`src/design/lts_pkg.sv`:
```
// Package with shared types, codes and sizing constants for the stop-and-wait sender.
package lts_pkg;

  // Sizing constants.
  localparam int COUNT_WIDTH  = 16;
  localparam int HANDLE_WIDTH = 8;

  // Fixed field widths.
  localparam int REQ_W    = 2;
  localparam int SEQ_W    = 2;
  localparam int KIND_W   = 2;
  localparam int PCT_W    = 7;
  localparam int PORT_W   = 16;
  localparam int BUF_W    = 8;
  localparam int LEN_W    = 16;
  localparam int CFG_IDX_W = 2;
  localparam int CFG_DAT_W = 16;
  localparam int PROD_W   = COUNT_WIDTH + PCT_W;

  // Request codes.
  localparam logic [REQ_W-1:0] REQ_SEND    = 2'd0;
  localparam logic [REQ_W-1:0] REQ_ACK     = 2'd1;
  localparam logic [REQ_W-1:0] REQ_TIMEOUT = 2'd2;

  // Result codes.
  localparam logic [KIND_W-1:0] KIND_TRANSMIT  = 2'd0;
  localparam logic [KIND_W-1:0] KIND_DELIVERED = 2'd1;
  localparam logic [KIND_W-1:0] KIND_TOLERATED = 2'd2;
  localparam logic [KIND_W-1:0] KIND_IGNORED   = 2'd3;

  // Sequence numbers.
  localparam logic [SEQ_W-1:0] SEQ_ONE = 2'd1;
  localparam logic [SEQ_W-1:0] SEQ_TWO = 2'd2;

  // Configuration register indexes.
  localparam logic [CFG_IDX_W-1:0] CFG_THRESHOLD = 2'd0;
  localparam logic [CFG_IDX_W-1:0] CFG_SRC_PORT  = 2'd1;
  localparam logic [CFG_IDX_W-1:0] CFG_DST_PORT  = 2'd2;

  // Configuration reset values.
  localparam logic [PCT_W-1:0]  THRESHOLD_RST = 7'd60;
  localparam logic [PCT_W-1:0]  PCT_SCALE     = 7'd100;

  localparam logic [COUNT_WIDTH-1:0] COUNT_MAX = {COUNT_WIDTH{1'b1}};
  localparam logic [BUF_W-1:0] HANDLE_MASK =
    (HANDLE_WIDTH >= BUF_W) ? {BUF_W{1'b1}} : BUF_W'((64'd1 << HANDLE_WIDTH) - 64'd1);

  typedef struct packed {
    logic [REQ_W-1:0] req_type;
    logic [SEQ_W-1:0] ack_number;
    logic [BUF_W-1:0] buffer_id;
    logic [LEN_W-1:0] msg_len;
  } req_t;

  typedef struct packed {
    logic [KIND_W-1:0] result_kind;
    logic [SEQ_W-1:0]  seq_out;
    logic              prev_tolerated;
    logic [PORT_W-1:0] port_from;
    logic [PORT_W-1:0] port_to;
    logic [BUF_W-1:0]  payload_handle;
    logic [LEN_W-1:0]  payload_len;
  } res_t;

  typedef struct packed {
    logic [PCT_W-1:0]  loss_threshold_pct;
    logic [PORT_W-1:0] src_port;
    logic [PORT_W-1:0] dst_port;
  } cfg_t;

endpackage

```
`src/design/lts_ifs.sv`:
```
// Channel interfaces for requests, results and configuration writes.
interface lts_in_if;
  logic                        valid;
  logic                        ready;
  logic [lts_pkg::REQ_W-1:0]   req_type;
  logic [lts_pkg::SEQ_W-1:0]   ack_number;
  logic [lts_pkg::BUF_W-1:0]   buffer_id;
  logic [lts_pkg::LEN_W-1:0]   msg_len;

  modport source (output valid, req_type, ack_number, buffer_id, msg_len, input ready);
  modport sink   (input valid, req_type, ack_number, buffer_id, msg_len, output ready);
endinterface

interface lts_out_if;
  logic                        valid;
  logic                        ready;
  logic [lts_pkg::KIND_W-1:0]  result_kind;
  logic [lts_pkg::SEQ_W-1:0]   seq_out;
  logic                        prev_tolerated;
  logic [lts_pkg::PORT_W-1:0]  port_from;
  logic [lts_pkg::PORT_W-1:0]  port_to;
  logic [lts_pkg::BUF_W-1:0]   payload_handle;
  logic [lts_pkg::LEN_W-1:0]   payload_len;

  modport source (output valid, result_kind, seq_out, prev_tolerated, port_from, port_to,
                  payload_handle, payload_len, input ready);
  modport sink   (input valid, result_kind, seq_out, prev_tolerated, port_from, port_to,
                  payload_handle, payload_len, output ready);
endinterface

interface lts_cfg_if;
  logic                           valid;
  logic                           ready;
  logic [lts_pkg::CFG_IDX_W-1:0]  index;
  logic [lts_pkg::CFG_DAT_W-1:0]  data;

  modport source (output valid, index, data, input ready);
  modport sink   (input valid, index, data, output ready);
endinterface

```
`src/design/lts_cfg_regs.sv`:
```
// Configuration register file: threshold and header ports.
module lts_cfg_regs (
  input  logic            clk,
  input  logic            rst_n,
  lts_cfg_if.sink         cfg_if,
  output lts_pkg::cfg_t   cfg
);

  lts_pkg::cfg_t cfg_r;
  lts_pkg::cfg_t cfg_nxt;

  // Writes are always taken; an unknown index changes nothing.
  assign cfg_if.ready = 1'b1;

  always_comb begin
    cfg_nxt = cfg_r;
    if (cfg_if.valid) begin
      unique case (cfg_if.index)
        lts_pkg::CFG_THRESHOLD: cfg_nxt.loss_threshold_pct = cfg_if.data[lts_pkg::PCT_W-1:0];
        lts_pkg::CFG_SRC_PORT:  cfg_nxt.src_port = cfg_if.data[lts_pkg::PORT_W-1:0];
        lts_pkg::CFG_DST_PORT:  cfg_nxt.dst_port = cfg_if.data[lts_pkg::PORT_W-1:0];
        default:                cfg_nxt = cfg_r;
      endcase
    end
  end

  always_ff @(posedge clk) begin
    if (!rst_n) begin
      cfg_r.loss_threshold_pct <= lts_pkg::THRESHOLD_RST;
      cfg_r.src_port           <= '0;
      cfg_r.dst_port           <= '0;
    end else begin
      cfg_r <= cfg_nxt;
    end
  end

  assign cfg = cfg_r;

endmodule

```
`src/design/lts_core.sv`:
```
// Protocol state and combinational event evaluation of the sender.
module lts_core (
  input  logic            clk,
  input  logic            rst_n,
  input  logic            step,
  input  lts_pkg::req_t   req,
  input  lts_pkg::cfg_t   cfg,
  output lts_pkg::res_t   res
);

  logic [lts_pkg::SEQ_W-1:0]       next_seq_r, next_seq_nxt;
  logic                            tol_pend_r, tol_pend_nxt;
  logic                            waiting_r, waiting_nxt;
  logic [lts_pkg::BUF_W-1:0]       held_handle_r, held_handle_nxt;
  logic [lts_pkg::LEN_W-1:0]       held_len_r, held_len_nxt;
  logic [lts_pkg::SEQ_W-1:0]       held_seq_r, held_seq_nxt;
  logic                            held_flag_r, held_flag_nxt;
  logic [lts_pkg::COUNT_WIDTH-1:0] fail_r, fail_nxt;
  logic [lts_pkg::COUNT_WIDTH-1:0] samp_r, samp_nxt;

  logic [lts_pkg::COUNT_WIDTH-1:0] fail_inc, samp_inc;
  logic [lts_pkg::PROD_W-1:0]      fail_prod, thr_prod;
  logic                            is_send, is_resp, failed, tolerate;

  assign is_send = (req.req_type == lts_pkg::REQ_SEND) && !waiting_r;
  assign is_resp = ((req.req_type == lts_pkg::REQ_ACK) ||
                    (req.req_type == lts_pkg::REQ_TIMEOUT)) && waiting_r;
  assign failed  = (req.req_type == lts_pkg::REQ_TIMEOUT) || (req.ack_number != next_seq_r);

  assign fail_inc = (fail_r == lts_pkg::COUNT_MAX) ? fail_r : fail_r + 1'b1;
  assign samp_inc = (samp_r == lts_pkg::COUNT_MAX) ? samp_r : samp_r + 1'b1;

  // Exact ratio test on the updated counters.
  assign fail_prod = lts_pkg::PROD_W'(fail_inc) * lts_pkg::PROD_W'(lts_pkg::PCT_SCALE);
  assign thr_prod  = lts_pkg::PROD_W'(cfg.loss_threshold_pct) * lts_pkg::PROD_W'(samp_inc);
  assign tolerate  = fail_prod < thr_prod;

  always_comb begin
    next_seq_nxt    = next_seq_r;
    tol_pend_nxt    = tol_pend_r;
    waiting_nxt     = waiting_r;
    held_handle_nxt = held_handle_r;
    held_len_nxt    = held_len_r;
    held_seq_nxt    = held_seq_r;
    held_flag_nxt   = held_flag_r;
    fail_nxt        = fail_r;
    samp_nxt        = samp_r;

    res             = '0;
    res.result_kind = lts_pkg::KIND_IGNORED;

    if (is_send) begin
      held_handle_nxt = req.buffer_id & lts_pkg::HANDLE_MASK;
      held_len_nxt    = req.msg_len;
      held_seq_nxt    = next_seq_r;
      held_flag_nxt   = tol_pend_r;
      tol_pend_nxt    = 1'b0;
      next_seq_nxt    = (next_seq_r == lts_pkg::SEQ_ONE) ? lts_pkg::SEQ_TWO : lts_pkg::SEQ_ONE;
      waiting_nxt     = 1'b1;

      res.result_kind    = lts_pkg::KIND_TRANSMIT;
      res.seq_out        = next_seq_r;
      res.prev_tolerated = tol_pend_r;
      res.port_from      = cfg.src_port;
      res.port_to        = cfg.dst_port;
      res.payload_handle = req.buffer_id & lts_pkg::HANDLE_MASK;
      res.payload_len    = req.msg_len;
    end else if (is_resp) begin
      samp_nxt           = samp_inc;
      res.seq_out        = held_seq_r;
      res.prev_tolerated = held_flag_r;
      res.payload_handle = held_handle_r;
      res.payload_len    = held_len_r;
      if (!failed) begin
        waiting_nxt     = 1'b0;
        res.result_kind = lts_pkg::KIND_DELIVERED;
      end else begin
        fail_nxt = fail_inc;
        if (tolerate) begin
          tol_pend_nxt    = 1'b1;
          waiting_nxt     = 1'b0;
          res.result_kind = lts_pkg::KIND_TOLERATED;
        end else begin
          tol_pend_nxt    = 1'b0;
          res.result_kind = lts_pkg::KIND_TRANSMIT;
          res.port_from   = cfg.src_port;
          res.port_to     = cfg.dst_port;
        end
      end
    end
  end

  always_ff @(posedge clk) begin
    if (!rst_n) begin
      next_seq_r    <= lts_pkg::SEQ_ONE;
      tol_pend_r    <= 1'b0;
      waiting_r     <= 1'b0;
      held_handle_r <= '0;
      held_len_r    <= '0;
      held_seq_r    <= lts_pkg::SEQ_ONE;
      held_flag_r   <= 1'b0;
      fail_r        <= '0;
      samp_r        <= '0;
    end else if (step) begin
      next_seq_r    <= next_seq_nxt;
      tol_pend_r    <= tol_pend_nxt;
      waiting_r     <= waiting_nxt;
      held_handle_r <= held_handle_nxt;
      held_len_r    <= held_len_nxt;
      held_seq_r    <= held_seq_nxt;
      held_flag_r   <= held_flag_nxt;
      fail_r        <= fail_nxt;
      samp_r        <= samp_nxt;
    end
  end

endmodule

```
`src/design/loss_tolerant_stop_and_wait_sender_top.sv`:
```
// A request taken into the input register is evaluated by the core, and its result is
// registered into the result register when the result register is empty or being emptied.
// Throughput: one request per cycle unless the sink stalls; the input and result registers
// each hold one request, and the protocol state is updated as a request moves between them.
// Reset (rst_n low, synchronous): protocol state returns to sequence one, idle, counters zero;
// the threshold returns to 60 percent and both ports to zero; both registers are emptied.
// The configuration port is always ready.
module loss_tolerant_stop_and_wait_sender_top (
  input  logic      clk,
  input  logic      rst_n,
  lts_in_if.sink    in_if,
  lts_out_if.source out_if,
  lts_cfg_if.sink   cfg_if
);

  // Input register: captures each accepted request.
  logic          in_vld_r, in_vld_nxt;
  lts_pkg::req_t in_req_r;

  // Result register: holds one finished result until the sink takes it.
  logic          out_vld_r, out_vld_nxt;
  lts_pkg::res_t out_res_r;

  lts_pkg::cfg_t cfg;
  lts_pkg::res_t core_res;
  logic          advance;
  logic          in_take;

  // A request moves from the input register into the result register whenever the
  // result register is empty or is being emptied in this same cycle.
  assign advance      = in_vld_r && (!out_vld_r || out_if.ready);
  assign in_if.ready  = !in_vld_r || advance;
  assign in_take      = in_if.valid && in_if.ready;

  lts_cfg_regs u_cfg (
    .clk    (clk),
    .rst_n  (rst_n),
    .cfg_if (cfg_if),
    .cfg    (cfg)
  );

  // The core evaluates the request held in the input register against the current
  // protocol state, and commits its state update only when the request advances.
  lts_core u_core (
    .clk   (clk),
    .rst_n (rst_n),
    .step  (advance),
    .req   (in_req_r),
    .cfg   (cfg),
    .res   (core_res)
  );

  always_comb begin
    in_vld_nxt = in_vld_r;
    if (in_take) begin
      in_vld_nxt = 1'b1;
    end else if (advance) begin
      in_vld_nxt = 1'b0;
    end
  end

  always_comb begin
    out_vld_nxt = out_vld_r;
    if (advance) begin
      out_vld_nxt = 1'b1;
    end else if (out_if.ready) begin
      out_vld_nxt = 1'b0;
    end
  end

  always_ff @(posedge clk) begin
    if (!rst_n) begin
      in_vld_r  <= 1'b0;
      out_vld_r <= 1'b0;
    end else begin
      in_vld_r  <= in_vld_nxt;
      out_vld_r <= out_vld_nxt;
    end
  end

  // Payload registers need no reset.
  always_ff @(posedge clk) begin
    if (in_take) begin
      in_req_r.req_type   <= in_if.req_type;
      in_req_r.ack_number <= in_if.ack_number;
      in_req_r.buffer_id  <= in_if.buffer_id;
      in_req_r.msg_len    <= in_if.msg_len;
    end
    if (advance) begin
      out_res_r <= core_res;
    end
  end

  assign out_if.valid          = out_vld_r;
  assign out_if.result_kind    = out_res_r.result_kind;
  assign out_if.seq_out        = out_res_r.seq_out;
  assign out_if.prev_tolerated = out_res_r.prev_tolerated;
  assign out_if.port_from      = out_res_r.port_from;
  assign out_if.port_to        = out_res_r.port_to;
  assign out_if.payload_handle = out_res_r.payload_handle;
  assign out_if.payload_len    = out_res_r.payload_len;

endmodule

```
`src/flat_wrapper.sv`:
```
// flat-port wrapper written by rule: the top's interface ports become plain ports
module loss_tolerant_stop_and_wait_sender_top_flat 
  (clk, rst_n, in_if_valid, in_if_req_type, in_if_ack_number, in_if_buffer_id, in_if_msg_len, in_if_ready, out_if_valid, out_if_result_kind, out_if_seq_out, out_if_prev_tolerated, out_if_port_from, out_if_port_to, out_if_payload_handle, out_if_payload_len, out_if_ready, cfg_if_valid, cfg_if_index, cfg_if_data, cfg_if_ready);
  lts_in_if in_if_i ();
  lts_out_if out_if_i ();
  lts_cfg_if cfg_if_i ();
  input  logic clk;
  input  logic rst_n;
  input wire logic [$bits(in_if_i.valid)-1:0] in_if_valid;
  input wire logic [$bits(in_if_i.req_type)-1:0] in_if_req_type;
  input wire logic [$bits(in_if_i.ack_number)-1:0] in_if_ack_number;
  input wire logic [$bits(in_if_i.buffer_id)-1:0] in_if_buffer_id;
  input wire logic [$bits(in_if_i.msg_len)-1:0] in_if_msg_len;
  output wire logic [$bits(in_if_i.ready)-1:0] in_if_ready;
  output wire logic [$bits(out_if_i.valid)-1:0] out_if_valid;
  output wire logic [$bits(out_if_i.result_kind)-1:0] out_if_result_kind;
  output wire logic [$bits(out_if_i.seq_out)-1:0] out_if_seq_out;
  output wire logic [$bits(out_if_i.prev_tolerated)-1:0] out_if_prev_tolerated;
  output wire logic [$bits(out_if_i.port_from)-1:0] out_if_port_from;
  output wire logic [$bits(out_if_i.port_to)-1:0] out_if_port_to;
  output wire logic [$bits(out_if_i.payload_handle)-1:0] out_if_payload_handle;
  output wire logic [$bits(out_if_i.payload_len)-1:0] out_if_payload_len;
  input wire logic [$bits(out_if_i.ready)-1:0] out_if_ready;
  input wire logic [$bits(cfg_if_i.valid)-1:0] cfg_if_valid;
  input wire logic [$bits(cfg_if_i.index)-1:0] cfg_if_index;
  input wire logic [$bits(cfg_if_i.data)-1:0] cfg_if_data;
  output wire logic [$bits(cfg_if_i.ready)-1:0] cfg_if_ready;
  assign in_if_i.valid = in_if_valid;
  assign in_if_i.req_type = in_if_req_type;
  assign in_if_i.ack_number = in_if_ack_number;
  assign in_if_i.buffer_id = in_if_buffer_id;
  assign in_if_i.msg_len = in_if_msg_len;
  assign in_if_ready = in_if_i.ready;
  assign out_if_valid = out_if_i.valid;
  assign out_if_result_kind = out_if_i.result_kind;
  assign out_if_seq_out = out_if_i.seq_out;
  assign out_if_prev_tolerated = out_if_i.prev_tolerated;
  assign out_if_port_from = out_if_i.port_from;
  assign out_if_port_to = out_if_i.port_to;
  assign out_if_payload_handle = out_if_i.payload_handle;
  assign out_if_payload_len = out_if_i.payload_len;
  assign out_if_i.ready = out_if_ready;
  assign cfg_if_i.valid = cfg_if_valid;
  assign cfg_if_i.index = cfg_if_index;
  assign cfg_if_i.data = cfg_if_data;
  assign cfg_if_ready = cfg_if_i.ready;
  loss_tolerant_stop_and_wait_sender_top u_core (.clk(clk), .rst_n(rst_n), .in_if(in_if_i), .out_if(out_if_i), .cfg_if(cfg_if_i));
endmodule
```
`config.mk`:
```
export PLATFORM = sky130hd
export DESIGN_NAME = loss_tolerant_stop_and_wait_sender_top_flat
export DESIGN_NICKNAME = d
export VERILOG_FILES = /design/src/design/lts_pkg.sv /design/src/design/lts_ifs.sv /design/src/design/lts_cfg_regs.sv /design/src/design/lts_core.sv /design/src/design/loss_tolerant_stop_and_wait_sender_top.sv /design/src/flat_wrapper.sv
export SDC_FILE = /design/constraint.sdc
export NUM_CORES = 1
export LEC_CHECK = 0
export BUFFER_PORTS_ARGS = -buffer_cell sky130_fd_sc_hd__buf_2
export CELL_PAD_IN_SITES_DETAIL_PLACEMENT = 1
export CELL_PAD_IN_SITES_GLOBAL_PLACEMENT = 2
export CORE_UTILIZATION = 39
export CTS_BUF_LIST = sky130_fd_sc_hd__clkbuf_16
export CTS_CLUSTER_SIZE = 16
export DETAILED_ROUTE_END_ITERATION = 16
export PLACE_DENSITY_LB_ADDON = 0.1
export SYNTH_ARGS = -nofsm -noshare
export SYNTH_HDL_FRONTEND = slang
export SYNTH_SLANG_ARGS = --single-unit
```
`constraint.sdc`:
```
create_clock -name clk -period 8.7 [get_ports clk]
set_input_delay 0.87 -clock clk [delete_from_list [all_inputs] [get_ports clk]]
set_output_delay 0.87 -clock clk [all_outputs]
set_load 0.05 [all_outputs]
```
==> flow_metrics.tcl, run 1 <==
set metrics [dict create \
    status "completed" \
    synth-seq-cells 193 \
    path_max_fanout 32 \
    reg2reg_depth 30 \
    num-nets-final 1732 \
    synth_mux_area_share_pct 0.8594 \
    cp.required_ns 9.01 \
    core_mm2 0.03345 \
    drive_gt1_share_pct 12.90 \
    numCtsBuffers 17 \
    clkLatencyLatePin_ns 0.46 \
    place_inst 1910 \
    grt_pass1_vias 10360 \
    cp-start-kind "flip-flop" \
    slew_violations 0 \
    pre_cts_ws_ns 0.2717 \
    hold_viol 0 \
    wire_per_inst_um 16.94 \
    seq_area_frac_synth_pct 35.89 \
    pwr-share-clk_pct 39.9 \
    cp-end-kind "flip-flop" \
    grt_pass1_wl_mm 54.65 \
    async_flop_share_pct 0 \
    reg2reg_slack_ns 0.58 \
    cts_buffer_depth 2 \
    vias 9827 \
    synth_compound_area_share_pct 10.78 \
    avgSynthCellArea_um2 9.622 \
    finalClockSkew_ns 0.03115 \
    synth_edf_count 89 \
    cts_tree "built" \
    die_x_um 186.3 \
    p_sw_share_pct 28.67 \
    power.leakage_uw 0.006603 \
    finalNonFillerCells 1944 \
    endpoint "u_core.out_if.port_from[0]" \
    hold_ws_ns 0.4532 \
    synth-simple-area-share_pct 18.96 \
    antennaDiodeCount 0 \
    clkSinkCount 193 \
    p_per_area_mw_per_mm2 135.0 \
    max_slew_margin_pct 30.38 \
    cts_max_level 4 \
    r2r_start "u_core.u_core.samp_r[1]" \
    synth_top_family_by_area "adder cells" \
    grt_setup_unrepaired "no" \
    slowest_delay_ns 0.56 \
    ant_nets 0 \
    area_growth_pct 13.09 \
    detail_route.iter0.violations 328 \
    grt_usage_pct 19.62 \
    initial_core_util_pct 39.61 \
    yosys.area.top_type "edfxtp_1" \
    post-route-min-period_ns 8.120 \
    drt_wl_total_mm 32.94 \
    remaining_drc_errors 0 \
    pwr-share-comb_pct 10.6 \
    max_freq_mhz 123.2 \
    drt_first_pass_iters 5 \
    path_common_cell "fa_1" \
    power.switching_uw 579.9 \
    cts_root_buf "clkbuf_16" \
    r2r-end "u_core.out_if.port_from[0]" \
    dieArea_mm2 0.03471 \
    synthMostInstantiatedCell "nand2_1" \
    cts_hold_buffers 0 \
    dpl.hpwl_mm 24.28 \
    worstSetupPathType "flip-flop to flip-flop" \
    overflow 0 \
    synth-main-ff-cell "dfxtp_1" \
    synth_common_cells "189 x nand2_1, 118 x ha_1, 118 x inv_1" \
    place.gp.congestion 0.7616 \
    synthTopCellsByArea "edfxtp_1 20%, dfxtp_1 16%, fa_1 12%" \
    drv_cap 0 \
    syn_area_mm2 0.01325 \
    syn_nets 1626 \
    synth_cell_types 68 \
    io_buffers 113 \
    finalSetupViolCount 0 \
    p_total_uw 2023 \
    startpoint "u_core.u_core.samp_r[1]" \
    ir_drop_mv 0.1295 \
    ios 115 \
    setup_slack_ns 0.5803 \
    fin_tns_setup_ns 0 \
    rows 67 \
    die_h_um 186.3 \
    fin_crit_sh_pct 93.33 \
    cp_slowest_cell "fa_1" \
    hold_class "flip-flop to flip-flop" \
    p_int_uw 1443 \
    tightest_slew_ns 1.042 \
    routed_via_density 5.055 \
    pwr-share-seq_pct 49.5 \
    synth_warnings 0 \
    synthAdderAreaFrac_pct 23.23 \
    arrival_ns 8.43 \
    clk_pin_slew_ns 0.09 \
    grt_max_degree 77 \
    antenna_found_initial 0 \
    synth_xor_area_share_pct 5.100 \
    yosys.area.top_type_share_pct 20.17 \
    synthCells 1377 \
]
## power by group through the flow
| stage | sequential (uW) | clock, uW | combinational [uW] |
|---|---|---|---|
| detailed placement | 1020 | 0 | 214 |
| floorplan | 1060 | 0 | 106 |
| global route | 1010 | 858 | 236 |
| CTS | 1000 | 832 | 215 |
| finish | 1000 | 806 | 215 |
| global placement | 1020 | 0 | 211 |
## layout make-up
cell class	instances	area, um^2
timing repair buffer	138	753.2
clock inverter	15	183.9
tap	448	560.5
sequential	193	4755
fill	3814	18470
clock buffer	17	425.4
multi-input combinational	1014	7858
inverter	119	447.9
## cell usage in the layout, fill, tap and decap left out, drive strengths merged, types with 5 or more instances in the layout
cell type  instances
mux2i              8
nor2b             71
a22o              27
and4               5
a2111oi            7
and2              57
o21ai             31
nor3              21
xnor2             41
buf              138
or3                9
inv              127
a21o              10
edfxtp            89
a21oi            106
xor2              34
nor2              77
dfxtp            104
o21a               6
nand4             10
and3               9
a31oi              6
ha               118
nand2b            21
fa                80
clkinv             5
nand3             26
nand2            189
clkbuf            17
## layer usage
layer	vias up	GRT usage, %	share of wire, %
li1	4842	-	-
met5	-	0	0
met2	96	34.00	49
met1	4870	26.08	47
met4	0	3.814	0.91
met3	19	2.746	2.4
## what timing repair did
item,CTS,global route
setup buffers,0,2
gates resized for setup,0,6
setup endpoints to repair,0,34
## worst max-delay path, delay by kind of cell, from the launching register on
family                   cells  cell delay, ns
AO/OA/AOI/OAI                9            1.96
XOR/XNOR                     1            0.14
adder cells (fa/ha/maj)      7            2.96
buffers and inverters        4            0.58
flip-flops                   1            0.39
AND/OR/NAND/NOR              9            1.91
## metrics by stage
stage | cell area [um^2] | util, %
3_3_place_gp | 14320 | 42.80
3_5_place_dp | 14320 | 42.80
6_report | 14980 | 44.79
4_1_cts | 14930 | 44.63
2_1_floorplan | 13250 | -
5_1_grt | 14980 | 44.79
## logic make-up after synthesis
family	Yosys count
xor gates and xnor gates	75
AOI/OAI and AO/OA	221
adders and majority gates	198
and+or+nand+nor	508
other	1
muxes	11
DFF	193
buffers and inverters	170
## registers in the layout, indices dropped and copies added (netlist names), 8 cells and up
name,count
u_core.out_if.port_from,16
u_core.out_if.payload_len,16
u_core.u_core.samp_r,16
u_core.u_core.held_len_r,16
u_core.out_if.port_to,16
u_core.u_core.fail_r,16
u_core.in_req_r,28
u_core.out_if.payload_handle,8
u_core.u_core.held_handle_r,8
u_core.u_cfg.cfg,39
## worst min path at each step
stage	endpoint	slack, ns	depth (start not counted)	start
global placement	u_core.u_cfg.cfg[3]	0.44	2	u_core.u_cfg.cfg[3]
detailed placement	u_core.u_cfg.cfg[24]	0.44	2	u_core.u_cfg.cfg[24]
global route	u_core.u_cfg.cfg[6]	0.48	2	u_core.u_cfg.cfg[6]
finish	u_core.u_cfg.cfg[20]	0.45	2	u_core.u_cfg.cfg[20]
floorplan	u_core.u_cfg.cfg[0]	0.43	2	u_core.u_cfg.cfg[0]
CTS	u_core.u_cfg.cfg[8]	0.45	2	u_core.u_cfg.cfg[8]
No activity file was read; power rests on OpenSTA's default activity.
==> run 2, diff against run 1 <==
CORE_UTILIZATION = 42   (was 39)
SYNTH_HIERARCHICAL = 1   (was unset)
clock period = 9.5 ns   (was 8.7 ns; I/O delays follow)
==> flow_metrics.tcl, run 2 <==
set metrics [dict create \
    cts_tree "built" \
    fin_crit_sh_pct 92.73 \
    numCtsBuffers 17 \
    ant_nets 0 \
    p_per_area_mw_per_mm2 123.3 \
    clkLatencyLatePin_ns 0.43 \
    seq_area_frac_synth_pct 35.27 \
    cts_buffer_depth 2 \
    cts_max_level 4 \
    cts_root_buf "clkbuf_16" \
    ir_drop_mv 0.1087 \
    yosys.area.top_type "edfxtp_1" \
    place.gp.congestion 0.7766 \
    clkSinkCount 193 \
    synthMostInstantiatedCell "nand2_1" \
    final_cell_mix "167 x nand2_1, 149 x inv_1, 118 x ha_1" \
    cp.required_ns 9.68 \
    vias 9636 \
    grt_max_degree 66 \
    ctsResizeCount 0 \
    remaining_drc_errors 0 \
    hold_path_depth 2 \
    die_h_um 181.1 \
    reg2reg_slack_ns 0.69 \
    routed_via_density 5.107 \
    clk_pin_slew_ns 0.07 \
    overflow 0 \
    dieArea_mm2 0.03281 \
    grt_usage_pct 19.92 \
    p_total_uw 1861 \
    cp_slowest_cell "fa_1" \
    initial_core_util_pct 42.72 \
    slowest_delay_ns 0.55 \
    hold_class "flip-flop to flip-flop" \
    hold_viol 0 \
    finalNonFillerCells 1887 \
    die_x_um 181.1 \
    syn_nets 1614 \
    antenna_found_initial 2 \
    cp-start-kind "flip-flop" \
    fin_tns_setup_ns 0 \
    nFillCells 3581 \
    drt_first_pass_iters 4 \
    detail_route.iter0.violations 338 \
    largest_register_ffs 39 \
    drive_gt1_share_pct 14.63 \
    synth-main-ff-cell "dfxtp_1" \
    arrival_ns 8.99 \
    synth_cell_types 71 \
    avgSynthCellArea_um2 9.875 \
    synth-seq-cells 193 \
    dpl.hpwl_mm 23.48 \
    io_buffers 113 \
    grt_pass1_wl_mm 52.34 \
    finalClockSkew_ns 0.01640 \
    r2r_start "u_core/u_core/samp_r[0]" \
    synth_common_cells "167 x nand2_1, 148 x inv_1, 118 x ha_1" \
    reg2reg_depth 31 \
    ios 115 \
    power.leakage_uw 0.006841 \
    drv_cap 0 \
    synth_warnings 6 \
    core_mm2 0.03156 \
    max_slew_margin_pct 21.01 \
    crit_family "adder cells" \
    num-nets-final 1719 \
    wire_per_inst_um 16.72 \
    async_flop_share_pct 0 \
    cp_num_buf_inv 4 \
    grt_pass1_vias 10210 \
    min_to "u_core/u_core/held_len_r[15]" \
    slew_violations 0 \
    cp-end-kind "flip-flop" \
    grt_setup_unrepaired "no" \
    max_freq_mhz 113.5 \
    drt_wl_total_mm 31.56 \
    tightest_slew_ns 1.182 \
    synthTopCellsByArea "edfxtp_1 20%, dfxtp_1 15%, fa_1 12%" \
    hp-start "u_core/u_core/held_len_r[15]" \
    synthCells 1365 \
    area_growth_pct 11.97 \
    cts_setup_buffers 0 \
    syn_area_mm2 0.01348 \
    finalSetupViolCount 0 \
    cts_hold_buffers 0 \
    post-route-min-period_ns 8.810 \
    place_inst 1853 \
    yosys.area.top_type_share_pct 19.83 \
    r2r-end "u_core/out_if.port_to[10]" \
    path_common_cell "fa_1" \
    path_max_fanout 12 \
    rows 65 \
    status "completed" \
    worstSetupPathType "flip-flop to flip-flop" \
    synth_edf_count 89 \
    final_common_cell "nand2_1" \
]
==> run 2: cell count changes in the layout (fill, tap and decap cells not counted), moves of 10 or more <==
cell	change
a21oi_1	-38
and2_1	-19
and3_1	+11
inv_1	+32
mux2i_1	+32
nand2_1	-22
nor2_1	-16
nor2b_1	-19
nor2b_2	+30
nor3_1	-10
==> run 2: kinds of logic after synthesis <==
kind of cell,synth area share (%)
fa+ha+maj,22.83
flops,35.27
buf+inv,6.126
compound gates,9.682
mux,3.054
other cells,0.02782
xor+xnor,4.743
simple gates,18.26
==> run 2: final cells by class <==
cell class                      count  area, um^2  area share, %
Multi-Input combinational cell    973        7920          52.47
Tap cell                          402       503.0          3.333
Inverter                          149       559.3          3.706
Clock inverter                     15       175.2          1.161
Sequential cell                   193        4755          31.50
Antenna cell                        2       5.005        0.03316
Timing Repair Buffer              136       750.7          4.974
Clock buffer                       17       425.4          2.819
==> run 2: per-stage QoR <==
step	setup slack, ns	hold slack [ns]	utilization (%)	instance area (um^2)
2_1_floorplan	1.734	0.4300	-	13480
3_3_place_gp	0.9704	0.4377	45.91	14490
3_5_place_dp	0.6565	0.4451	45.91	14490
4_1_cts	0.6269	0.4582	47.82	15090
5_1_grt	0.05137	0.4768	47.82	15090
6_report	0.6903	0.4568	47.83	15090
==> run 2: report_power, final <==
group	leakage [uW]	internal, uW	total [uW]	switching, uW
logic	0.00485	70.8	211	141
clock network	0.000282	396	728	332
registers	0.00171	901	921	20.4
==> run 2: worst register-to-register path: cells and delay by family (launching register included) <==
| kind | cells | cell delay (ns) |
|---|---|---|
| AOI/OAI and AO/OA | 9 | 1.91 |
| buffers and inverters | 4 | 0.57 |
| DFF | 1 | 0.42 |
| xor gates and xnor gates | 2 | 0.64 |
| and+or+nand+nor | 9 | 1.96 |
| adders and majority gates | 7 | 3.06 |
==> run 2: worst max-delay path by stage <==
stage	depth (start not counted)	startpoint	endpoint
finish	31	u_core/u_core/samp_r[0]	u_core/out_if.port_to[10]
global route	31	u_core/u_core/samp_r[0]	u_core/out_if.port_to[4]
CTS	31	u_core/u_core/samp_r[0]	u_core/out_if.port_to[10]
detailed placement	31	u_core/u_core/samp_r[0]	u_core/out_if.port_to[15]
global placement	31	u_core/u_core/samp_r[0]	u_core/out_if.port_to[10]
floorplan	31	u_core/u_core/samp_r[0]	u_core/out_if.port_from[0]
==> run 2: metal layers <==
layer | global-route usage, % | wire length [um] | vias up
met5 | 0 | 0 | -
met4 | 4.203 | 354 | 0
met3 | 3.245 | 811 | 18
met2 | 34.65 | 15330 | 114
met1 | 25.95 | 15070 | 4715
li1 | - | - | 4789
